### src/hw/rtl/sha_pkg.sv
`timescale 1ns / 1ps
`default_nettype none
// ----------------------------------------------------------------------------
// sha_pkg
// Types and constants shared by the SHA-256 digest front end and engine.
// ----------------------------------------------------------------------------
package sha_pkg;

  localparam int unsigned BlockBytes = 64;
  localparam int unsigned Rounds     = 64;

  // one packed word written into the block queue
  typedef struct packed {
    logic [31:0] data;
    logic [3:0]  index;   // word position within the block
    logic        blk_end; // last word of a block
    logic        msg_end; // block ends the message
  } word_xact_t;

  typedef enum logic [1:0] {
    ENG_IDLE,
    ENG_LOAD,
    ENG_ROUND,
    ENG_OUT
  } eng_state_t;

  typedef enum logic [1:0] {
    FE_BYTES,
    FE_PAD,
    FE_LEN
  } fe_state_t;

  function automatic logic [31:0] round_k(input logic [5:0] t);
    logic [31:0] k [64];
    k = '{
      32'h428a2f98, 32'h71374491, 32'hb5c0fbcf, 32'he9b5dba5,
      32'h3956c25b, 32'h59f111f1, 32'h923f82a4, 32'hab1c5ed5,
      32'hd807aa98, 32'h12835b01, 32'h243185be, 32'h550c7dc3,
      32'h72be5d74, 32'h80deb1fe, 32'h9bdc06a7, 32'hc19bf174,
      32'he49b69c1, 32'hefbe4786, 32'h0fc19dc6, 32'h240ca1cc,
      32'h2de92c6f, 32'h4a7484aa, 32'h5cb0a9dc, 32'h76f988da,
      32'h983e5152, 32'ha831c66d, 32'hb00327c8, 32'hbf597fc7,
      32'hc6e00bf3, 32'hd5a79147, 32'h06ca6351, 32'h14292967,
      32'h27b70a85, 32'h2e1b2138, 32'h4d2c6dfc, 32'h53380d13,
      32'h650a7354, 32'h766a0abb, 32'h81c2c92e, 32'h92722c85,
      32'ha2bfe8a1, 32'ha81a664b, 32'hc24b8b70, 32'hc76c51a3,
      32'hd192e819, 32'hd6990624, 32'hf40e3585, 32'h106aa070,
      32'h19a4c116, 32'h1e376c08, 32'h2748774c, 32'h34b0bcb5,
      32'h391c0cb3, 32'h4ed8aa4a, 32'h5b9cca4f, 32'h682e6ff3,
      32'h748f82ee, 32'h78a5636f, 32'h84c87814, 32'h8cc70208,
      32'h90befffa, 32'ha4506ceb, 32'hbef9a3f7, 32'hc67178f2
    };
    return k[t];
  endfunction

  function automatic logic [31:0] init_hash(input logic [2:0] i);
    logic [31:0] h [8];
    h = '{32'h6a09e667, 32'hbb67ae85, 32'h3c6ef372, 32'ha54ff53a,
          32'h510e527f, 32'h9b05688c, 32'h1f83d9ab, 32'h5be0cd19};
    return h[i];
  endfunction

  function automatic logic [31:0] ror32(input logic [31:0] x, input int unsigned n);
    return (x >> n) | (x << (32 - n));
  endfunction

endpackage
`default_nettype wire

### src/hw/rtl/sha256_message_digest_core.sv
`timescale 1ns / 1ps
`default_nettype none
// ----------------------------------------------------------------------------
// sha256_message_digest_core
// SHA-256 digest of a byte stream, one byte per input transaction.
// ----------------------------------------------------------------------------
// Input channel: data_byte, byte_present and last with valid/ready. A
// transaction marked last ends the message; byte_present 0 adds no byte.
// Output channel: eight transactions digest_word/word_index/last_word with
// out_valid/out_ready, word 0 first, last_word on the eighth.
// Bytes are packed into words by the front end and pass a two-entry queue
// to the engine: a start state, the sixteen loaded words and 64 rounds per
// block. Input is taken at one byte per cycle while bytes are collected,
// until two words wait during the rounds; the block rate is set by the
// single shared round unit. A last transaction adds one or two padded
// blocks, then the eight words leave at one per cycle while out_ready is
// high.
// Reset returns the hash state to the initial values and empties the queue.
// While out_ready is low the engine holds its digest and the queue fills,
// which then drops ready on the input channel.
// ----------------------------------------------------------------------------
module sha256_message_digest_core (
  input  wire logic        clk,
  input  wire logic        rst,
  input  wire logic [7:0]  data_byte,
  input  wire logic        byte_present,
  input  wire logic        last,
  input  wire logic        valid,
  output logic             ready,
  output logic [31:0]      digest_word,
  output logic [2:0]       word_index,
  output logic             last_word,
  output logic             out_valid,
  input  wire logic        out_ready
);

  sha_pkg::word_xact_t fw, qw;
  logic fv, fr, qv, qr;

  sha_front u_front (
    .clk, .rst, .data_byte, .byte_present, .last, .valid, .ready,
    .wr_word(fw), .wr_valid(fv), .wr_ready(fr)
  );

  sha_queue u_queue (
    .clk, .rst, .in_word(fw), .in_valid(fv), .in_ready(fr),
    .out_word(qw), .out_valid(qv), .out_ready(qr)
  );

  sha_engine u_engine (
    .clk, .rst, .rd_word(qw), .rd_valid(qv), .rd_ready(qr),
    .digest_word, .word_index, .last_word, .out_valid, .out_ready
  );

  // the eighth word is flagged last
  a_last_word: assert property (@(posedge clk) disable iff (rst)
    out_valid |-> (last_word == (word_index == 3'd7)))
    else $error("last_word mismatch");

  // words leave in order
  a_order: assert property (@(posedge clk) disable iff (rst)
    (out_valid && out_ready && !last_word) |=> (word_index == $past(word_index) + 3'd1))
    else $error("digest word order");

  // a digest word stays offered until it is taken
  a_no_ready_out: assert property (@(posedge clk) disable iff (rst)
    (out_valid && !out_ready) |=> out_valid)
    else $error("digest dropped");

endmodule
`default_nettype wire

### src/hw/rtl/sha_front.sv
`timescale 1ns / 1ps
`default_nettype none
// ----------------------------------------------------------------------------
// sha_front
// Packs message bytes into 32-bit words, appends padding and bit length.
// ----------------------------------------------------------------------------
module sha_front (
  input  wire logic              clk,
  input  wire logic              rst,
  input  wire logic [7:0]        data_byte,
  input  wire logic              byte_present,
  input  wire logic              last,
  input  wire logic              valid,
  output logic                   ready,
  output sha_pkg::word_xact_t    wr_word,
  output logic                   wr_valid,
  input  wire logic              wr_ready
);

  sha_pkg::fe_state_t state, state_next;
  logic [60:0] byte_count;
  logic [60:0] count_next; // length after the byte taken now
  logic [23:0] partial;    // earlier bytes of the current word
  logic [31:0] merged;
  logic [63:0] bit_len;
  logic        len_hi;     // which half of the length goes next
  logic        mark_done;  // word holding 0x80 already pushed
  logic [3:0]  pad_word;   // next pad word position in the block
  logic        accept;
  logic [5:0]  pos;
  logic [3:0]  widx;
  logic [1:0]  bidx;

  // word assembled from partial bytes plus the byte appended now
  function automatic logic [31:0] merge(input logic [23:0] p, input logic [1:0] b,
                                        input logic [7:0] v);
    logic [31:0] w;
    w = 32'h0;
    unique case (b)
      2'd0: w = {v, 24'h0};
      2'd1: w = {p[23:16], v, 16'h0};
      2'd2: w = {p[23:8], v, 8'h0};
      2'd3: w = {p, v};
      default: w = 32'h0;
    endcase
    return w;
  endfunction

  assign pos        = byte_count[5:0];
  assign widx       = pos[5:2];
  assign bidx       = pos[1:0];
  assign bit_len    = {byte_count, 3'b000};
  assign merged     = merge(partial, bidx, data_byte);
  assign count_next = byte_present ? byte_count + 61'd1 : byte_count;

  // ready only while collecting bytes and a word push can be taken
  assign ready  = (state == sha_pkg::FE_BYTES) && wr_ready;
  assign accept = valid && ready;

  // next-state logic
  always_comb begin
    state_next = state;
    unique case (state)
      sha_pkg::FE_BYTES: if (accept && last) state_next = sha_pkg::FE_PAD;
      sha_pkg::FE_PAD:   if (wr_ready && pad_word == 4'd13) state_next = sha_pkg::FE_LEN;
      sha_pkg::FE_LEN:   if (wr_ready && len_hi == 1'b0) state_next = sha_pkg::FE_BYTES;
      default:           state_next = sha_pkg::FE_BYTES;
    endcase
  end

  // word push outputs
  always_comb begin
    wr_valid  = 1'b0;
    wr_word   = '0;
    unique case (state)
      sha_pkg::FE_BYTES: begin
        wr_valid      = valid && byte_present && (bidx == 2'd3);
        wr_word.data  = merged;
        wr_word.index = widx;
        wr_word.blk_end = (widx == 4'd15);
      end
      sha_pkg::FE_PAD: begin
        // 0x80 follows the message bytes in the first pad word, zeros after
        wr_valid      = 1'b1;
        wr_word.data  = mark_done ? 32'h0 : merge(partial, bidx, 8'h80);
        wr_word.index = pad_word;
        wr_word.blk_end = (pad_word == 4'd15);
      end
      sha_pkg::FE_LEN: begin
        wr_valid      = 1'b1;
        wr_word.data  = len_hi ? bit_len[63:32] : bit_len[31:0];
        wr_word.index = len_hi ? 4'd14 : 4'd15;
        wr_word.blk_end = !len_hi;
        wr_word.msg_end = !len_hi;
      end
      default: ;
    endcase
  end

  // counters, partial word and pad position
  always_ff @(posedge clk) begin
    if (rst) begin
      state      <= sha_pkg::FE_BYTES;
      byte_count <= '0;
      len_hi     <= 1'b1;
      partial    <= '0;
      mark_done  <= 1'b0;
      pad_word   <= '0;
    end else begin
      state <= state_next;
      unique case (state)
        sha_pkg::FE_BYTES: begin
          if (accept) begin
            byte_count <= count_next;
            if (byte_present) partial <= (bidx == 2'd3) ? 24'h0 : merged[31:8];
            pad_word  <= count_next[5:2];
            mark_done <= 1'b0;
          end
        end
        sha_pkg::FE_PAD: begin
          if (wr_ready) begin
            // next word slot, wrapping into a second block when needed
            mark_done <= 1'b1;
            pad_word  <= pad_word + 4'd1;
          end
        end
        sha_pkg::FE_LEN: begin
          if (wr_ready) begin
            len_hi <= ~len_hi;
            if (!len_hi) begin
              byte_count <= '0;
              partial    <= '0;
            end
          end
        end
        default: ;
      endcase
    end
  end

endmodule
`default_nettype wire

### src/hw/rtl/sha_engine.sv
`timescale 1ns / 1ps
`default_nettype none
// ----------------------------------------------------------------------------
// sha_engine
// Block queue consumer: message schedule, 64 compression rounds, digest out.
// ----------------------------------------------------------------------------
module sha_engine (
  input  wire logic              clk,
  input  wire logic              rst,
  input  sha_pkg::word_xact_t    rd_word,
  input  wire logic              rd_valid,
  output logic                   rd_ready,
  output logic [31:0]            digest_word,
  output logic [2:0]             word_index,
  output logic                   last_word,
  output logic                   out_valid,
  input  wire logic              out_ready
);

  sha_pkg::eng_state_t state, state_next;
  logic [31:0] hw [8];
  logic [31:0] v  [8];
  logic [31:0] w  [16];     // sliding schedule window
  logic [5:0]  rnd;
  logic        msg_end;
  logic [2:0]  oidx;

  logic [31:0] s0, s1, wnew, t1, t2, wcur;
  assign wcur = w[0];
  assign s0 = sha_pkg::ror32(w[1], 7) ^ sha_pkg::ror32(w[1], 18) ^ (w[1] >> 3);
  assign s1 = sha_pkg::ror32(w[14], 17) ^ sha_pkg::ror32(w[14], 19) ^ (w[14] >> 10);
  assign wnew = w[0] + s0 + w[9] + s1;
  assign t1 = v[7] + (sha_pkg::ror32(v[4], 6) ^ sha_pkg::ror32(v[4], 11)
              ^ sha_pkg::ror32(v[4], 25)) + ((v[4] & v[5]) ^ (~v[4] & v[6]))
              + sha_pkg::round_k(rnd) + wcur;
  assign t2 = (sha_pkg::ror32(v[0], 2) ^ sha_pkg::ror32(v[0], 13)
              ^ sha_pkg::ror32(v[0], 22)) + ((v[0] & v[1]) ^ (v[0] & v[2]) ^ (v[1] & v[2]));

  // next-state logic
  always_comb begin
    state_next = state;
    unique case (state)
      sha_pkg::ENG_IDLE:  if (rd_valid) state_next = sha_pkg::ENG_LOAD;
      sha_pkg::ENG_LOAD:  if (rd_valid && rd_word.blk_end) state_next = sha_pkg::ENG_ROUND;
      sha_pkg::ENG_ROUND: if (rnd == 6'd63)
                            state_next = msg_end ? sha_pkg::ENG_OUT : sha_pkg::ENG_IDLE;
      sha_pkg::ENG_OUT:   if (out_ready && oidx == 3'd7) state_next = sha_pkg::ENG_IDLE;
      default:            state_next = sha_pkg::ENG_IDLE;
    endcase
  end

  // outputs
  always_comb begin
    rd_ready    = (state == sha_pkg::ENG_LOAD);
    out_valid   = (state == sha_pkg::ENG_OUT);
    digest_word = hw[oidx];
    word_index  = oidx;
    last_word   = (oidx == 3'd7);
  end

  always_ff @(posedge clk) begin
    if (rst) begin
      state <= sha_pkg::ENG_IDLE;
      rnd   <= '0;
      oidx  <= '0;
      msg_end <= 1'b0;
      for (int i = 0; i < 8; i++) hw[i] <= sha_pkg::init_hash(3'(i));
    end else begin
      state <= state_next;
      unique case (state)
        sha_pkg::ENG_IDLE: begin
          rnd <= '0;
          for (int i = 0; i < 8; i++) v[i] <= hw[i];
        end
        sha_pkg::ENG_LOAD: begin
          if (rd_valid) begin
            // shift words in so w[0] ends up the first word
            for (int i = 0; i < 15; i++) w[i] <= w[i+1];
            w[15]   <= rd_word.data;
            msg_end <= rd_word.msg_end;
          end
        end
        sha_pkg::ENG_ROUND: begin
          for (int i = 0; i < 15; i++) w[i] <= w[i+1];
          w[15] <= wnew;
          v[7] <= v[6]; v[6] <= v[5]; v[5] <= v[4]; v[4] <= v[3] + t1;
          v[3] <= v[2]; v[2] <= v[1]; v[1] <= v[0]; v[0] <= t1 + t2;
          rnd <= rnd + 6'd1;
          if (rnd == 6'd63) begin
            hw[0] <= hw[0] + t1 + t2; hw[1] <= hw[1] + v[0];
            hw[2] <= hw[2] + v[1];    hw[3] <= hw[3] + v[2];
            hw[4] <= hw[4] + v[3] + t1; hw[5] <= hw[5] + v[4];
            hw[6] <= hw[6] + v[5];    hw[7] <= hw[7] + v[6];
          end
        end
        sha_pkg::ENG_OUT: begin
          if (out_ready) begin
            oidx <= oidx + 3'd1;
            if (oidx == 3'd7)
              for (int i = 0; i < 8; i++) hw[i] <= sha_pkg::init_hash(3'(i));
          end
        end
        default: ;
      endcase
    end
  end

endmodule
`default_nettype wire

### src/hw/rtl/sha_queue.sv
`timescale 1ns / 1ps
`default_nettype none
// ----------------------------------------------------------------------------
// sha_queue
// Two-entry word queue between the front end and the engine.
// ----------------------------------------------------------------------------
module sha_queue (
  input  wire logic              clk,
  input  wire logic              rst,
  input  sha_pkg::word_xact_t    in_word,
  input  wire logic              in_valid,
  output logic                   in_ready,
  output sha_pkg::word_xact_t    out_word,
  output logic                   out_valid,
  input  wire logic              out_ready
);

  sha_pkg::word_xact_t mem [2];
  logic       wp, rp;
  logic [1:0] cnt;

  assign in_ready  = (cnt != 2'd2);
  assign out_valid = (cnt != 2'd0);
  assign out_word  = mem[rp];

  // storage write
  always_ff @(posedge clk) begin
    if (in_valid && in_ready) mem[wp] <= in_word;
  end

  // pointers and fill count
  always_ff @(posedge clk) begin
    if (rst) begin
      wp <= 1'b0; rp <= 1'b0; cnt <= '0;
    end else begin
      if (in_valid && in_ready) wp <= ~wp;
      if (out_valid && out_ready) rp <= ~rp;
      cnt <= cnt + 2'(in_valid && in_ready) - 2'(out_valid && out_ready);
    end
  end

endmodule
`default_nettype wire
### config.mk
export PLATFORM = sky130hd
export DESIGN_NAME = sha256_message_digest_core
export DESIGN_NICKNAME = d
export VERILOG_FILES = /design/src/hw/rtl/sha_pkg.sv /design/src/hw/rtl/sha256_message_digest_core.sv /design/src/hw/rtl/sha_front.sv /design/src/hw/rtl/sha_engine.sv /design/src/hw/rtl/sha_queue.sv
export SDC_FILE = /design/constraint.sdc
export NUM_CORES = 2
export LEC_CHECK = 0
export ABC_CLOCK_PERIOD_IN_PS = 121800
export BUFFER_PORTS_ARGS = -buffer_cell sky130_fd_sc_hd__buf_2
export CAP_MARGIN = 20
export CORE_ASPECT_RATIO = 1.1
export CORE_MARGIN = 2
export CORE_UTILIZATION = 55
export CTS_CLUSTER_DIAMETER = 200
export DETAILED_ROUTE_END_ITERATION = 16
export PLACE_DENSITY_LB_ADDON = 0.05
export SYNTH_ARGS = -nofsm -noshare
export SYNTH_HDL_FRONTEND = slang
export SYNTH_SLANG_ARGS = --single-unit
### constraint.sdc
create_clock -name clk -period 121.8 [get_ports clk]
set_clock_uncertainty 0.15 [all_clocks]
set_input_delay 6.09 -clock clk [delete_from_list [all_inputs] [get_ports clk]]
set_output_delay 6.09 -clock clk [all_outputs]
set_load 0.02 [all_outputs]
==> flow_metrics.env <==
export IMPL_status="complete, no violations"
export IMPL_worst_path_max_fanout=21
export IMPL_synth_area_top_cells="edfxtp_1, ha_1, dfxtp_1"
export IMPL_grt_start_max_net_pins=229
export IMPL_slew_limit_headroom_pct=22.7
export IMPL_clock_latency_ns=0.82
export IMPL_yosys_cell_count_top_type="nand2_1"
export IMPL_hp_class="flop to flop"
export IMPL_syn_avg_cell_area_um2=10.4
export IMPL_fin_crit_sh_pct=9.30
export IMPL_track_usage_pct=31.8
export IMPL_port_buffers=51
export IMPL_synth_distinct_cells=98
export IMPL_seq_area_um2=33800
export IMPL_rows=141
export IMPL_multi_input_area_um2=37700
export IMPL_antenna_found_initial=1
export IMPL_cp_slowest_stage_delay_ns=0.90
export IMPL_routed_wl_mm=221
export IMPL_async_flop_share_pct=0
export IMPL_dp_hpwl_mm=162
export IMPL_syn_num_nets=7840
export IMPL_die_x_um=355
export IMPL_cp_depth=37
export IMPL_maxCapViolCount=0
export IMPL_path_buf_inv=4
export IMPL_final_layout_size_suffix_gt1_share_pct=7.41
export IMPL_yosysWarnings=0
export IMPL_antenna_left=0
export IMPL_seq_area_frac_synth_pct=45.4
export IMPL_gp_congestion=0.955
export IMPL_core_um2=134000
export IMPL_grt_pass1_vias=52500
export IMPL_cp_end_kind="flop"
export IMPL_max_freq_mhz=88.3
export IMPL_overflow=0
export IMPL_yosysTopAreaCell="edfxtp_1"
export IMPL_syn_inst=7174
export IMPL_ctsResizeCount=0
export IMPL_drt_iter0_drc=5976
export IMPL_synth_flop_cell="edfxtp_1"
export IMPL_synth_commonest_cells="nand2_1, edfxtp_1, nor2_1, inv_1, a21oi_1"
export IMPL_tightest_slew_ns=1.16
export IMPL_routedWlPerCell_um=24.5
export IMPL_crit_arrival_ns=11.69
export IMPL_synth_seq_cells=1205
export IMPL_crit_path_end="u_engine.v[0][28]$_DFFE_PP_"
export IMPL_syn2layout_area_growth_pct=8.81
export IMPL_cts_hold_buffers_added=0
export IMPL_root_buffer="clkbuf_16"
export IMPL_nFillCells=11100
export IMPL_rsz0062_at_grt="no"
export IMPL_finalHoldViolations=0
export IMPL_cts_setup_buffers=0
export IMPL_cp_startpoint="u_engine.rnd[1]$_SDFFE_PP0P_"
export IMPL_synth_edf_count=964
export IMPL_r2r_start="u_engine.rnd[1]$_SDFFE_PP0P_"
export IMPL_cts_sinks=1205
export IMPL_path_class="flop to flop"
export IMPL_crit_path_start_kind="flop"
export IMPL_rr_endpoint="u_engine.v[0][28]$_DFFE_PP_"
export IMPL_yosys_area_top_type_share_pct=38.9
export IMPL_setup_viol=0
export IMPL_first_pass_iters=9
export IMPL_r2r_cells=37
export IMPL_viasPerCell=6.04
export IMPL_die_h_um=390
export IMPL_cp_common_cell="fa_1"
export IMPL_die_area_um2=138000
export IMPL_drc_errors=0
export IMPL_crit_family="adder cells"
export IMPL_clk_pin_slew_worst_paths_ns=0.07
export IMPL_vias=54500
export IMPL_fin_nets=7789
export IMPL_cts_tree="yes"
export IMPL_fin_crit_ns=11.33
export IMPL_grt_pass1_wl_mm=329
export IMPL_syn_cell_area_um2=74300
export IMPL_worstPathRequired_ns=122.16
export IMPL_rrSetupSlack_ns=110.47
export IMPL_final_setup_tns_ns=0
export IMPL_htreeDepth=4
export IMPL_initial_core_util_pct=55.4
export IMPL_slew_viol_final=0
export IMPL_clk_path_buf_depth=3
export IMPL_critical_path_slowest_cell="ha_1"
export IMPL_cts_made_buffers=132
export IMPL_ioPinCount=52
## flip-flops by register name, indices dropped and copies added (netlist names), 3 cells and up, named ones only
signal	count
u_front.pad_word	4
u_engine.w	512
u_queue.mem	68
u_front.byte_count	61
u_engine.word_index	3
u_engine.hw	256
u_engine.v	256
u_engine.rnd	6
u_front.partial	24
## per-stage QoR
stage	hold slack [ns]	util, %	cells	setup slack (ns)	cell area, µm²
2_1_floorplan	0.250	-	7174	77.43	74300
3_3_place_gp	0.250	56.9	8773	110.65	76400
3_5_place_dp	0.255	56.9	8774	110.62	76400
4_1_cts	0.248	60.2	9017	110.58	80800
5_1_grt	0.256	60.2	9020	109.80	80900
6_report	0.252	60.2	9021	110.47	80900
## cell type report
type / count / area share (%)
multi-input cells: 5185 / 46.6
flip-flops and latches: 1205 / 41.8
well taps: 1787 / 2.76
repair buffers: 133 / 1.16
diodes: 2 / 0.00619
clock buffers: 164 / 4.27
inverters: 466 / 2.17
clock inverters: 79 / 1.24
## cells in the final DEF, fill, tap and decap left out, types with 101 or more instances in the layout
| cell | n |
|---|---|
| edfxtp_1 | 964 |
| dfxtp_1 | 233 |
| ha_1 | 434 |
| nor2_1 | 508 |
| clkbuf_16 | 132 |
| nor3_1 | 114 |
| inv_1 | 459 |
| xnor2_1 | 434 |
| a21oi_1 | 436 |
| a21o_1 | 119 |
| o21ai_0 | 390 |
| xor2_1 | 200 |
| nand3_1 | 101 |
| nand2_1 | 1063 |
| fa_1 | 218 |
## per-layer routing
layer	vias to the layer above	wire, µm	share of wire (%)	global-route usage, %
li1	25300	-	-	-
met1	26700	95800	43	45.3
met2	2073	98800	45	48.8
met3	398	15800	7.1	4.21
met4	0	10500	4.8	14.2
met5	-	0	0	0
## cells by family (layout without fill, tap and decap cells)
group / after synthesis / in the layout / share of synthesized area [%]
compound gates: 1512 / 1512 / 12.9
xor+xnor: 636 / 636 / 7.54
fa+ha+maj: 686 / 686 / 13.6
buf+inv: 784 / 842 / 3.96
flops: 1205 / 1205 / 45.4
mux: 211 / 211 / 4.11
other cells: 0 / 2 / 0
simple gates: 2140 / 2140 / 12.4
## how the worst min path moves through the flow
stage / from / endpoint / slack (ns) / depth (start not counted)
3_3_place_gp: u_engine.w[0][269]$_DFFE_PP_ / u_engine.w[0][237]$_DFFE_PP_ / 0.25 / 0
4_1_cts: u_engine.w[0][93]$_DFFE_PP_ / u_engine.w[0][61]$_DFFE_PP_ / 0.25 / 0
2_1_floorplan: u_engine.w[0][132]$_DFFE_PP_ / u_engine.w[0][100]$_DFFE_PP_ / 0.25 / 0
6_report: u_engine.w[0][93]$_DFFE_PP_ / u_engine.w[0][61]$_DFFE_PP_ / 0.25 / 0
5_1_grt: u_engine.w[0][222]$_DFFE_PP_ / u_engine.w[0][190]$_DFFE_PP_ / 0.26 / 0
3_5_place_dp: u_engine.w[0][139]$_DFFE_PP_ / u_engine.w[0][107]$_DFFE_PP_ / 0.25 / 0
Power is not shown: default switching activity piles up to over one toggle a cycle in this logic, so the estimate is an artifact.
